===== src/sfq_pkg.sv =====
// Shared types and constants for the searchable FIFO queue.
package sfq_pkg;

    localparam int QUEUE_DEPTH_DEF = 16;
    localparam int DATA_W          = 32;
    localparam int OCC_W           = 5;
    localparam int OP_W            = 2;
    localparam int STATUS_W        = 2;

    typedef enum logic [OP_W-1:0] {
        OP_ENQUEUE = 2'd0,
        OP_DEQUEUE = 2'd1,
        OP_UPDATE  = 2'd2,
        OP_SEARCH  = 2'd3
    } t_op;

    typedef enum logic [STATUS_W-1:0] {
        ST_OK        = 2'd0,
        ST_EMPTY     = 2'd1,
        ST_FULL      = 2'd2,
        ST_NOT_FOUND = 2'd3
    } t_status;

    // Broadcast controls that every cell of the chain sees.
    typedef struct packed {
        logic enq;
        logic deq;
        logic upd;
    } t_cell_ctl;

endpackage


===== src/sfq_cell.sv =====
// One storage cell of the queue chain: holds an entry, shifts towards the head, compares.
module sfq_cell import sfq_pkg::*; #(
    parameter int QUEUE_DEPTH = QUEUE_DEPTH_DEF,
    parameter int POS         = 0
) (
    input  logic                               i_clk,
    input  t_cell_ctl                          i_ctl,
    input  logic [$clog2(QUEUE_DEPTH+1)-1:0]   i_count,
    input  logic [$clog2(QUEUE_DEPTH)-1:0]     i_widx,
    input  logic [DATA_W-1:0]                  i_wdata,
    input  logic [DATA_W-1:0]                  i_key,
    input  logic [DATA_W-1:0]                  i_next_data,
    output logic [DATA_W-1:0]                  o_data,
    output logic                               o_match
);

    localparam int CW = $clog2(QUEUE_DEPTH+1);
    localparam int IW = $clog2(QUEUE_DEPTH);

    logic [DATA_W-1:0] r_data;
    logic              r_match;
    logic              w_held;

    assign w_held = CW'(POS) < i_count;

    always_ff @(posedge i_clk) begin
        if (i_ctl.deq) begin
            r_data <= i_next_data;
        end else if (i_ctl.enq && (i_count == CW'(POS))) begin
            r_data <= i_wdata;
        end else if (i_ctl.upd && (i_widx == IW'(POS))) begin
            r_data <= i_wdata;
        end
        r_match <= w_held && (r_data == i_key);
    end

    assign o_data  = r_data;
    assign o_match = r_match;

endmodule


===== src/sfq_tree.sv =====
// Registered priority tree that picks the match nearest the head and carries its value.
module sfq_tree import sfq_pkg::*; #(
    parameter int QUEUE_DEPTH = QUEUE_DEPTH_DEF
) (
    input  logic                           i_clk,
    input  logic [QUEUE_DEPTH-1:0]         i_match,
    input  logic [DATA_W-1:0]              i_val [QUEUE_DEPTH],
    output logic                           o_any,
    output logic [$clog2(QUEUE_DEPTH)-1:0] o_idx,
    output logic [DATA_W-1:0]              o_val
);

    localparam int LVLS = $clog2(QUEUE_DEPTH);
    localparam int LEAF = 1 << LVLS;

    logic              w_any [LEAF];
    logic [LVLS-1:0]   w_idx [LEAF];
    logic [DATA_W-1:0] w_val [LEAF];

    logic              r_any [1:LVLS][LEAF];
    logic [LVLS-1:0]   r_idx [1:LVLS][LEAF];
    logic [DATA_W-1:0] r_val [1:LVLS][LEAF];

    for (genvar j = 0; j < LEAF; j++) begin : g_leaf
        if (j < QUEUE_DEPTH) begin : g_real
            assign w_any[j] = i_match[j];
            assign w_val[j] = i_val[j];
        end else begin : g_pad
            assign w_any[j] = 1'b0;
            assign w_val[j] = '0;
        end
        assign w_idx[j] = LVLS'(j);
    end

    for (genvar k = 1; k <= LVLS; k++) begin : g_lvl
        for (genvar j = 0; j < (LEAF >> k); j++) begin : g_node
            if (k == 1) begin : g_first
                always_ff @(posedge i_clk) begin
                    r_any[k][j] <= w_any[2*j] | w_any[2*j+1];
                    r_idx[k][j] <= w_any[2*j] ? w_idx[2*j] : w_idx[2*j+1];
                    r_val[k][j] <= w_any[2*j] ? w_val[2*j] : w_val[2*j+1];
                end
            end else begin : g_upper
                // The lower half of the queue is nearer the head, so it wins.
                always_ff @(posedge i_clk) begin
                    r_any[k][j] <= r_any[k-1][2*j] | r_any[k-1][2*j+1];
                    r_idx[k][j] <= r_any[k-1][2*j] ? r_idx[k-1][2*j] : r_idx[k-1][2*j+1];
                    r_val[k][j] <= r_any[k-1][2*j] ? r_val[k-1][2*j] : r_val[k-1][2*j+1];
                end
            end
        end
    end

    assign o_any = r_any[LVLS][0];
    assign o_idx = r_idx[LVLS][0];
    assign o_val = r_val[LVLS][0];

endmodule


===== src/searchable_fifo_queue_top.sv =====
// Top level of the searchable FIFO queue: cell chain, priority tree and operation control.
// Enqueue, dequeue and any operation on an empty queue: the result is registered as the item
// is taken; a new item is taken only while no result waits or the receiver takes it.
// Search and update: one compare stage in the cells, then the registered levels of the tree;
// the result is registered once the tree has resolved, and no item is taken while busy.
// Reset (synchronous, active low) empties the queue and drops the output valid; entries keep junk.
module searchable_fifo_queue_top import sfq_pkg::*; #(
    parameter int QUEUE_DEPTH = QUEUE_DEPTH_DEF
) (
    input  logic                 i_clk,
    input  logic                 i_rst_n,
    input  logic                 s_axis_tvalid,
    output logic                 s_axis_tready,
    input  logic [63:0]          s_axis_tdata,  // [31:0] item_value, [63:32] replacement
    input  logic [OP_W-1:0]      s_axis_tuser,  // [1:0] operation
    output logic                 m_axis_tvalid,
    input  logic                 m_axis_tready,
    output logic [39:0]          m_axis_tdata,  // [31:0] result_value, [36:32] occupancy
    output logic [STATUS_W-1:0]  m_axis_tuser   // [1:0] status
);

    localparam int CW   = $clog2(QUEUE_DEPTH+1);
    localparam int IW   = $clog2(QUEUE_DEPTH);
    localparam int TW   = $clog2(IW+2);

    typedef enum logic {
        ST_IDLE,
        ST_BUSY
    } t_state;

    t_state             r_state;
    logic [CW-1:0]      r_count;
    logic [TW-1:0]      r_wait;
    t_op                r_op;
    logic [DATA_W-1:0]  r_key;
    logic [DATA_W-1:0]  r_repl;
    logic               r_m_valid;
    t_status            r_status;
    logic [DATA_W-1:0]  r_value;
    logic [OCC_W-1:0]   r_occ;

    logic               w_accept;
    logic               w_finish;
    logic               w_full;
    logic               w_empty;
    t_op                w_op;
    t_cell_ctl          w_ctl;
    logic [DATA_W-1:0]  w_wdata;
    logic [DATA_W-1:0]  w_data  [QUEUE_DEPTH];
    logic [QUEUE_DEPTH-1:0] w_match;
    logic               w_any;
    logic [IW-1:0]      w_idx;
    logic [DATA_W-1:0]  w_found;
    logic [CW-1:0]      n_count;
    logic [31:0]        w_occ_wide;

    assign w_op     = t_op'(s_axis_tuser);
    assign w_full   = r_count == CW'(QUEUE_DEPTH);
    assign w_empty  = r_count == '0;
    assign s_axis_tready = (r_state == ST_IDLE) && (!r_m_valid || m_axis_tready);
    assign w_accept = s_axis_tvalid && s_axis_tready;
    assign w_finish = (r_state == ST_BUSY) && (r_wait == '0);

    assign w_ctl.enq = w_accept && (w_op == OP_ENQUEUE) && !w_full;
    assign w_ctl.deq = w_accept && (w_op == OP_DEQUEUE) && !w_empty;
    assign w_ctl.upd = w_finish && (r_op == OP_UPDATE) && w_any;
    assign w_wdata   = (r_state == ST_BUSY) ? r_repl : s_axis_tdata[31:0];

    always_comb begin
        n_count = r_count;
        if (w_ctl.enq) begin
            n_count = r_count + 1'b1;
        end else if (w_ctl.deq) begin
            n_count = r_count - 1'b1;
        end
    end

    assign w_occ_wide = 32'(n_count);

    for (genvar i = 0; i < QUEUE_DEPTH; i++) begin : g_cell
        logic [DATA_W-1:0] w_next;
        if (i < QUEUE_DEPTH - 1) begin : g_mid
            assign w_next = w_data[i+1];
        end else begin : g_end
            assign w_next = w_data[i];
        end
        sfq_cell #(
            .QUEUE_DEPTH (QUEUE_DEPTH),
            .POS         (i)
        ) u_cell (
            .i_clk       (i_clk),
            .i_ctl       (w_ctl),
            .i_count     (r_count),
            .i_widx      (w_idx),
            .i_wdata     (w_wdata),
            .i_key       (r_key),
            .i_next_data (w_next),
            .o_data      (w_data[i]),
            .o_match     (w_match[i])
        );
    end

    sfq_tree #(
        .QUEUE_DEPTH (QUEUE_DEPTH)
    ) u_tree (
        .i_clk   (i_clk),
        .i_match (w_match),
        .i_val   (w_data),
        .o_any   (w_any),
        .o_idx   (w_idx),
        .o_val   (w_found)
    );

    always_ff @(posedge i_clk) begin
        if (!i_rst_n) begin
            r_state   <= ST_IDLE;
            r_count   <= '0;
            r_wait    <= '0;
            r_m_valid <= 1'b0;
        end else begin
            r_count <= n_count;
            case (r_state)
                ST_IDLE: begin
                    if (w_accept) begin
                        r_key  <= s_axis_tdata[31:0];
                        r_repl <= s_axis_tdata[63:32];
                        r_op   <= w_op;
                        r_occ  <= w_occ_wide[OCC_W-1:0];
                        if (w_op == OP_ENQUEUE) begin
                            r_status  <= w_full ? ST_FULL : ST_OK;
                            r_value   <= '0;
                            r_m_valid <= 1'b1;
                        end else if (w_empty) begin
                            r_status  <= ST_EMPTY;
                            r_value   <= '0;
                            r_m_valid <= 1'b1;
                        end else if (w_op == OP_DEQUEUE) begin
                            r_status  <= ST_OK;
                            r_value   <= w_data[0];
                            r_m_valid <= 1'b1;
                        end else begin
                            // Cells compare in the next cycle, then the tree resolves.
                            r_state   <= ST_BUSY;
                            r_wait    <= TW'(IW + 1);
                            r_m_valid <= 1'b0;
                        end
                    end else if (m_axis_tready) begin
                        r_m_valid <= 1'b0;
                    end
                end
                ST_BUSY: begin
                    if (w_finish) begin
                        r_state   <= ST_IDLE;
                        r_m_valid <= 1'b1;
                        r_status  <= w_any ? ST_OK : ST_NOT_FOUND;
                        r_value   <= (w_any && (r_op == OP_SEARCH)) ? w_found : '0;
                    end else begin
                        r_wait <= r_wait - 1'b1;
                    end
                end
                default: begin
                    r_state <= ST_IDLE;
                end
            endcase
        end
    end

    assign m_axis_tvalid = r_m_valid;
    assign m_axis_tdata  = {3'b000, r_occ, r_value};
    assign m_axis_tuser  = r_status;

    a_count_bound: assert property (@(posedge i_clk) disable iff (!i_rst_n)
        r_count <= CW'(QUEUE_DEPTH))
        else $error("queue occupancy beyond depth");

    a_busy_blocks: assert property (@(posedge i_clk) disable iff (!i_rst_n)
        (r_state == ST_BUSY) |-> !s_axis_tready)
        else $error("item taken while a search is in progress");

    a_finish_result: assert property (@(posedge i_clk) disable iff (!i_rst_n)
        w_finish |=> (m_axis_tvalid && (r_state == ST_IDLE)))
        else $error("search finished without a result");

    a_deq_count: assert property (@(posedge i_clk) disable iff (!i_rst_n)
        w_ctl.deq |=> (r_count == $past(r_count) - 1'b1))
        else $error("dequeue did not lower the occupancy");

endmodule


===== config.mk =====
export PLATFORM = sky130hd
export DESIGN_NAME = searchable_fifo_queue_top
export DESIGN_NICKNAME = d
export VERILOG_FILES = /design/src/sfq_pkg.sv /design/src/sfq_cell.sv /design/src/sfq_tree.sv /design/src/searchable_fifo_queue_top.sv
export SDC_FILE = /design/constraint.sdc
export NUM_CORES = 2
export LEC_CHECK = 0
export BUFFER_PORTS_ARGS = -buffer_cell sky130_fd_sc_hd__buf_2
export CAP_MARGIN = 0
export CORE_MARGIN = 10
export CORE_UTILIZATION = 56
export DETAILED_ROUTE_END_ITERATION = 8
export PLACE_DENSITY = 0.83
export SLEW_MARGIN = 20
export SYNTH_ARGS = -nofsm -noshare
export SYNTH_HDL_FRONTEND = slang
export SYNTH_SLANG_ARGS = --single-unit

===== constraint.sdc =====
create_clock -name i_clk -period 7 [get_ports i_clk]
set_clock_uncertainty 0.2 [all_clocks]
set_input_delay 0.7 -clock i_clk [delete_from_list [all_inputs] [get_ports i_clk]]
set_output_delay 0.7 -clock i_clk [all_outputs]
set_load 0.005 [all_outputs]

==> metrics.yaml <==
area.sequential_mm2: 0.0295
post_cts_resized: 0
clkPwrFrac: 0.419
cp_max_fo: 34
synth.most_common_cell: "edfxtp_1"
track_usage: 0.281
clk_latency_ps: 700
start_kind: "flop"
postLayoutCellArea_mm2: 0.0535
grt_setup_unrepaired: "false"
synth_top_area_frac: 0.386
wl_per_cell_um: 29.8
synth_edf_count: 617
initial_core_util: 0.563
period_needed_ps: 3990
cpMostUsedCell: "buf_4"
synth.distinct_cells: 62
p_total_mw: 14.7
slowest_delay_ps: 650
cts.path.max_buffers: 3
combinationalPowerShare: 0.070
synthTopCellsByArea: "edfxtp_1 (39%), dfxtp_1 (23%), mux2_2 (12%)"
finalWorstSetupSlack_ps: 3010
maxSlewHeadroom: 0.200
tightest_slew_ps: 1200
power_density_mw_per_mm2: 276
multiInputGateArea_mm2: 0.0170
design.core.area_mm2: 0.0851
async_reset_ff_frac: 0
wl_met1_um: 53600
post-place-ws_ps: 3070
setup_viol: 0
endpoint_kind: "flop"
worstSetupPathType: "reg2reg"
cts_tree: "yes"
die-height_um: 313
post_drt_via_cell_ratio: 6.15
cts.sink_count: 1164
critPathArrivalTime_ps: 4110
place_area_mm2: 0.0491
clockRootBuffer: "clkbuf_16"
cellLeakagePower_nw: 19.0
drt_wl_total_um: 141000
top_layer_used: "met5"
seq_area_frac_synth: 0.614
ant_nets: 0
cts_max_level: 3
grt_pass1_vias: 29200
min_period_over_period: 0.570
grt.overflow.total: 0
path_cells: "inv_1 > ha_1 > or4b_4 > nand4_4 > buf_4 > o21ai_1 > a31o_2 > buf_4"
ir_worst_vdd_v: 0.000195
nets: 3553
synth_common_cells: "edfxtp_1 (617), dfxtp_1 (547), mux2_2 (523)"
hold_class: "in2reg"
grt_antenna_before_repair: 8
post-dp-hpwl_um: 98200
fillCellCount: 6255
drt_iter0_drc: 3466
slew_violations: 0
yosysWarnings: 0
setup_tns_ps: 0
die_area_mm2: 0.0978
die_w_um: 313
cts_buffers: 115
dr.pass1.iters: 5
io_buffers: 110
synth_top_cell_by_area: "edfxtp_1"
final_layout_size_suffix_gt1_frac: 0.264
switching_share: 0.232
p_int_mw: 11.3
io_pins: 114
wl_met2_um: 64600
ys_ff_latch: 1164
num_rows: 107
path_clk_slew_ps: 60
synthesis.instances: 3361
max_freq_ghz: 0.251
critPathSlowestCell: "dfxtp_1"
p_sw_mw: 3.42
cap_violations: 0
required_ps: 7120
status: "finished clean"
gp_congestion: 0.963
syn_avg_cell_area_um2: 14.3
power_frac_seq: 0.510
syn_area_mm2: 0.0480
grt_max_degree: 193
wl_met3_um: 12700
hold_viol: 0
vias: 29100
drc: 0
grt_pass1_wl_um: 203000
synth_ff_type: "edfxtp_1"
area_delta_synth_final_pct: 11.5
## power by group through the flow
stage / sequential, mW / combinational (mW) / clock (mW)
2_1_floorplan: 7.61 / 0.666 / 0
3_3_place_gp: 7.66 / 0.964 / 0
3_5_place_dp: 7.66 / 0.985 / 0
4_1_cts: 7.52 / 1.02 / 6.21
5_1_grt: 7.53 / 1.08 / 6.48
6_report: 7.52 / 1.04 / 6.18
## area by class of cell
cell class,instances,area share
antenna,4,0.000187
sequential,1164,0.551
clock inverter,50,0.00650
inverter,28,0.00197
multi-input combinational,1930,0.317
timing repair buffer,237,0.0313
clock buffer,169,0.0647
tap,1144,0.0268
## worst paths after layout
kind,from,end,slack [ps],depth (start not counted)
worst max-delay path,r_count[1],g_cell[11].u_cell.o_data[8],3010,8
worst min-delay path,s_axis_tdata[27],r_key[27],10,1
worst max register to register,r_count[1],g_cell[11].u_cell.o_data[8],3010,8
worst min register to register,u_tree.r_any[0][12],u_tree.r_any[0][22],210,1
## state kept, by name (all words and copies together), names as in the netlist
name,count
g_cell.u_cell.o_data,512
u_tree.r_val,480
r_key,32
r_repl,32
r_value,32
u_tree.r_idx,26
g_cell.u_cell.o_match,16
u_tree.r_any,15
r_count,5
r_occ,5
r_wait,3
m_axis_tuser,2
r_op,2
m_axis_tvalid,1
r_state,1
## layer usage
layer	global-route usage	up-vias
li1	-	12500
met1	0.359	14600
met2	0.441	1645
met3	0.0493	335
met4	0.177	4
met5	0	-
## metrics by stage
step / hold WS [ps] / instances / util
6_report: 14.8 / 4726 / 0.628
5_1_grt: 9.69 / 4722 / 0.628
4_1_cts: 1.15 / 4722 / 0.628
3_5_place_dp: 194 / 4445 / 0.576
3_3_place_gp: 191 / 4445 / 0.576
2_1_floorplan: 189 / 3363 / -
## cells by family after synthesis
logic type               after synthesis  share of synthesized area
other                                  1                  0.0000782
multiplexers                         524                      0.123
flip-flops                          1164                      0.614
AND/OR/NAND/NOR                      319                     0.0438
buffers and inverters                269                     0.0343
XOR/XNOR                             512                     0.0935
adder cells (fa/ha/maj)                7                    0.00183
AO/OA/AOI/OAI                        565                     0.0891
## layout by cell type (no fill, tap or decap), types with 38 or more instances in the layout
| master | n |
|---|---|
| xor2_1 | 451 |
| edfxtp_1 | 617 |
| clkbuf_16 | 124 |
| buf_2 | 110 |
| o21a_1 | 482 |
| dfxtp_1 | 541 |
| mux2_2 | 523 |
| xnor2_1 | 61 |
| dlygate4sd3_1 | 58 |
| nor4_1 | 119 |
| buf_4 | 67 |
| nand4_1 | 38 |
## repair_timing
item / CTS / global route
buffers inserted: 0 / 0
hold buffers: 58 / 0
endpoints found under the hold margin: 58 / 0
## worst max-delay path, delay by kind of cell (launching register included)
family / cells / cell delay, ps
flops: 1 / 650
fa+ha+maj: 1 / 330
compound gates: 2 / 310
simple gates: 2 / 780
buf+inv: 3 / 1250
(Power assumes the default switching activity.)
